[src/sliq_pkg.sv]
// Shared types and constants for the streaming lock-in I/Q detector.
// No dependencies; used by the controller, the datapath and the top level.
`timescale 1ns / 1ps
package sliq_pkg;

  localparam int unsigned CordicStepsDef = 31;
  localparam int unsigned CordicStepsMax = 31;

  localparam logic [1:0] RegFilterGain   = 2'd0;
  localparam logic [1:0] RegMinAmplitude = 2'd1;
  localparam logic [1:0] RegSettlingCnt  = 2'd2;

  localparam logic [15:0] GainReset   = 16'd1024;
  localparam logic [15:0] GainUnity   = 16'd32768;
  localparam logic [31:0] SettleReset = 32'd1;

  localparam logic signed [19:0] PhaseFullMd    = 20'sd360000;
  localparam logic signed [18:0] PhaseQuarterMd = 19'sd90000;

  localparam logic [31:0] AtanTable [32] = '{
    32'h20000000, 32'h12E4051E, 32'h09FB385B, 32'h051111D4,
    32'h028B0D43, 32'h0145D7E1, 32'h00A2F61E, 32'h00517C55,
    32'h0028BE53, 32'h00145F2F, 32'h000A2F98, 32'h000517CC,
    32'h00028BE6, 32'h000145F3, 32'h0000A2FA, 32'h0000517D,
    32'h000028BE, 32'h0000145F, 32'h00000A30, 32'h00000518,
    32'h0000028C, 32'h00000146, 32'h000000A3, 32'h00000051,
    32'h00000029, 32'h00000014, 32'h0000000A, 32'h00000005,
    32'h00000003, 32'h00000001, 32'h00000001, 32'h00000000
  };

  typedef struct packed {
    logic ld_in;
    logic clr;
    logic prod;
    logic tgt;
    logic fmul;
    logic fupd;
    logic sat;
    logic sq;
    logic sum;
    logic amul;
    logic arnd;
    logic out_ld;
  } sliq_cmd_t;

  typedef struct packed {
    logic sqrt_busy;
    logic cordic_busy;
  } sliq_sts_t;

endpackage

[src/sliq_ctrl.sv]
// Sequencing controller for the lock-in detector: input/output handshakes
// and step commands to sliq_dp. Depends on sliq_pkg.
`timescale 1ns / 1ps
module sliq_ctrl
  import sliq_pkg::*;
(
  input  logic      clk_i,
  input  logic      rst_ni,
  input  logic      in_valid_i,
  input  logic      in_action_i,
  output logic      in_ready_o,
  output logic      out_valid_o,
  input  logic      out_ready_i,
  input  sliq_sts_t sts_i,
  output sliq_cmd_t cmd_o
);

  localparam logic [3:0] StIdle = 4'd0;
  localparam logic [3:0] StProd = 4'd1;
  localparam logic [3:0] StTgt  = 4'd2;
  localparam logic [3:0] StFmul = 4'd3;
  localparam logic [3:0] StFupd = 4'd4;
  localparam logic [3:0] StSat  = 4'd5;
  localparam logic [3:0] StSq   = 4'd6;
  localparam logic [3:0] StSum  = 4'd7;
  localparam logic [3:0] StIter = 4'd8;
  localparam logic [3:0] StAmul = 4'd9;
  localparam logic [3:0] StArnd = 4'd10;
  localparam logic [3:0] StDone = 4'd11;

  logic [3:0] state_q, state_d;
  logic       ovld_q, ovld_d;

  assign in_ready_o  = (state_q == StIdle);
  assign out_valid_o = ovld_q;

  always_comb begin
    state_d = state_q;
    ovld_d  = ovld_q && !out_ready_i;
    cmd_o   = '0;
    case (state_q)
      StIdle: begin
        if (in_valid_i) begin
          if (in_action_i) begin
            cmd_o.clr = 1'b1;
          end else begin
            cmd_o.ld_in = 1'b1;
            state_d = StProd;
          end
        end
      end
      StProd: begin
        cmd_o.prod = 1'b1;
        state_d = StTgt;
      end
      StTgt: begin
        cmd_o.tgt = 1'b1;
        state_d = StFmul;
      end
      StFmul: begin
        cmd_o.fmul = 1'b1;
        state_d = StFupd;
      end
      StFupd: begin
        cmd_o.fupd = 1'b1;
        state_d = StSat;
      end
      StSat: begin
        cmd_o.sat = 1'b1;
        state_d = StSq;
      end
      StSq: begin
        cmd_o.sq = 1'b1;
        state_d = StSum;
      end
      StSum: begin
        cmd_o.sum = 1'b1;
        state_d = StIter;
      end
      StIter: begin
        if (!sts_i.sqrt_busy && !sts_i.cordic_busy) begin
          state_d = StAmul;
        end
      end
      StAmul: begin
        cmd_o.amul = 1'b1;
        state_d = StArnd;
      end
      StArnd: begin
        cmd_o.arnd = 1'b1;
        state_d = StDone;
      end
      StDone: begin
        if (!ovld_q || out_ready_i) begin
          cmd_o.out_ld = 1'b1;
          ovld_d = 1'b1;
          state_d = StIdle;
        end
      end
      default: state_d = StIdle;
    endcase
  end

  always_ff @(posedge clk_i or negedge rst_ni) begin
    if (!rst_ni) begin
      state_q <= StIdle;
      ovld_q  <= 1'b0;
    end else begin
      state_q <= state_d;
      ovld_q  <= ovld_d;
    end
  end

endmodule

[config.mk]
export PLATFORM = sky130hd
export DESIGN_NAME = sliq_ctrl
export DESIGN_NICKNAME = d
export VERILOG_FILES = /design/src/sliq_pkg.sv /design/src/sliq_ctrl.sv
export SDC_FILE = /design/constraint.sdc
export NUM_CORES = 1
export LEC_CHECK = 0
export ABC_AREA = 1
export BUFFER_PORTS_ARGS = -buffer_cell sky130_fd_sc_hd__buf_2
export CAP_MARGIN = 20
export CORE_AREA = 2 2 39 41
export DETAILED_ROUTE_END_ITERATION = 10
export DIE_AREA = 0 0 41 43
export GPL_ROUTABILITY_DRIVEN = 1
export SLEW_MARGIN = 40
export SYNTH_ARGS = -nofsm -noshare
export SYNTH_HDL_FRONTEND = slang
export SYNTH_SLANG_ARGS = --single-unit
[constraint.sdc]
create_clock -name clk_i -period 1.31 [get_ports clk_i]
set_clock_uncertainty 0.1 [all_clocks]
set_input_delay 0.0655 -clock clk_i [delete_from_list [all_inputs] [get_ports clk_i]]
set_output_delay 0.0655 -clock clk_i [all_outputs]
set_load 0.05 [all_outputs]
==> results.md <==
- Status: finished with violations
- Failing checks: negative setup slack
- Most instantiated cells after synthesis: nor2_1 (13), inv_1 (12), nand2_1 (12)
- Layout area overhead: 103.3%
- Worst r2r src: state_q[0]
- Fin. max-slew vios: 0
- Mapped cell area: 379.1 um2
- Worst vdd ir: between 900 and 1000 uV
- WP data arrival: around 1.2 ns
- Post-synthesis sequential area ratio: 0.3300
- Peak Freq: about 700 MHz
- Aggregate global routing overflow: 0
- DP Worst Slack: around 0.032 ns
- Fill count: 118
- TritonCTS buffer count: 3
- I/O Buffers: 20
- Asr flop ratio synth: 1.000
- Routability cong.: 0.7484
- GR peak layer: met2
- Cell variety after synth: 14
- Ys Warns: 0
- RSZ-0062 raised after global routing: true
- Synth top area share: 0.3300
- Max-Cap Viols: 0
- IO Pins: 21
- TritonCTS clock tree: built
- Syn nets: 68
- Vias in the first global route: roughly 430
- Via count normalized by instance count: 4.345
- Worst-Skew Late Latency: around 0.24 ns
- HPWL Detailed: ~750 um
- Met3 GRT Util: 0.01571
- H-tree depth: 1
- Crit-path max FO: 3
- Flop-to-flop setup slack: -0.06 ns
- Setup tns final: -0.7186 ns
- Finished Core Util: 0.5570
- WP data required: between 1 and 1.5 ns
- Drt total wl: 1.037 mm
- Antenna Violating Nets Remaining: 0
- Fin crit share: 1.064
- DRC Markers: 0
- Hold Path Class: in2async
- Final Hold Fails: 0
- Synth area leaders: dfrtp_1 (33%), nor2_1 (13%), inv_1 (12%), nand2_1 (12%), nand3_2 (5.3%)
- CP Capture Type: output pin
- Number of diodes: 0
- Post-Synthesis Cells: 61
- Final setup vio count: 15
- Avg WL per Cell: between 9 and 10 um
- Register bit total from synthesis: 5
- Area leader, netlist: dfrtp_1
- GR Util met2: 0.2438
- Most frequent cell after synthesis: nor2_1
- Crit path time final: ~1.4 ns
- Reg2reg path depth: 8
- Post-synth EDFFs: 0
- Max-slew headroom: 0.8366
- Routing usage on met1: 0.1513
- Die height: approximately 43 um
- Nets: slightly above 100
- Worst-path clk slew: 0.04 ns
- Least-Margin Pin Slew: between 0.2 and 0.25 ns
- Largest net degree at the start of global routing: 7
- Width of the chip: between 40 and 50 um
- Via count: ~480
- Setup CP Type: reg2out
- Startpoint Class: flip-flop
- Layout cells sized above 1: 0.6915
- # rows: 14
- Max Buffers Root-to-Sink: 2
- Setup ws final: -0.08428 ns
- First-iteration detailed-routing DRC count: 4
- Post-synth top flop: dfrtp_1
- Root buffer cell: clkbuf_4
- Initial antenna violation count: 0
- TritonRoute pass-1 iters: 3
- Leak Pwr: 0.3820 nW
- First-pass GRT wire length: 1.697 mm
- Worst reg2reg endpoint: state_q[3]
- Die area: ~0.0018 mm2
- Core ar.: roughly 0.0014 mm2
- CTS sink count: 5
- Total power divided by cell area: roughly 2600 mW/mm2
- Initial Utilization: 0.2740
- Gr usage total: 0.1436
- Syn avg cell area: ~6.2 um2
-- registers in the layout, summed over array words and instances (netlist names) --
signal       count
out_valid_o      1
state_q          4
-- report_power, final --
group          internal, W  switching [W]  total, W
clock network     0.000115      0.0000576  0.000172
registers         0.000232       0.000121  0.000353
logic             0.000553       0.000911   0.00146
-- layer usage --
layer	routed length, um	up-vias
li1	-	252
met1	401	214
met2	591	10
met3	37	2
met4	6	0
met5	0	-
-- area by class of cell --
| class | count | area, um2 | area share |
|---|---|---|---|
| clock buffer | 4 | 26.28 | 0.03409 |
| inverter | 15 | 58.81 | 0.07630 |
| tap | 16 | 20.02 | 0.02597 |
| sequential | 5 | 131.4 | 0.1705 |
| timing repair buffer | 29 | 269.0 | 0.3490 |
| multi-input combinational | 41 | 265.3 | 0.3442 |
-- layout by cell type, fill, tap and decap left out --
cell type	instances
o21ai_0	4
nand3_1	1
inv_1	6
dlygate4sd3_1	2
inv_2	8
nand2_2	4
buf_8	5
clkbuf_1	1
a21oi_1	2
inv_4	1
dfrtp_2	5
clkbuf_4	3
nor2_2	7
nand4_1	2
nand3_2	2
nor2_4	7
nor2_1	2
buf_6	7
nand2_1	9
buf_2	7
buf_4	8
or2_4	1
-- cell families (layout without fill, tap and decap cells) --
logic type | after synthesis | count (layout) | share of synthesized area
buffers and inverters | 15 | 48 | 0.1485
DFF | 5 | 5 | 0.3300
AOI/OAI and AO/OA | 6 | 6 | 0.07921
and+or+nand+nor | 35 | 35 | 0.4422
-- worst max-delay path: stages, from the launching register on --
cell and delay [ns]:
dfrtp_2 0.40, inv_2 0.05, or2_4 0.29, nor2_4 0.10
buf_8 0.15
-- repair_timing --
action                     in CTS  in global routing
setup endpoints to repair      13                 16
buffers inserted                6                  1
pin swaps                       5                  2
hold endpoints to repair        6                  0
hold buffers                    2                  0
resized for setup              42                 11
-- stage by stage --
step           total power (W)  std cells  hold slack [ns]  instance area, um2
2_1_floorplan         0.001117         61          -0.3301               402.9
3_3_place_gp          0.001304         97          -0.2194               523.0
3_5_place_dp          0.001318         97          -0.2158               523.0
4_1_cts               0.001865        109          0.05836               724.4
5_1_grt               0.002122        110          0.06886               770.7
6_report              0.001990        110          0.06776               770.7
-- worst max path at each step --
stage	startpoint	to	slack, ns	depth (start not counted)
6_report	state_q[1]	cmd_o[4]	-0.08	4
5_1_grt	state_q[1]	cmd_o[4]	-0.14	4
4_1_cts	state_q[1]	cmd_o[1]	-0.11	4
3_5_place_dp	state_q[0]	cmd_o[11]	0.03	4
3_3_place_gp	state_q[2]	cmd_o[8]	0.05	4
2_1_floorplan	state_q[0]	cmd_o[10]	-0.21	3
No activity file was read; power rests on OpenSTA's default activity.
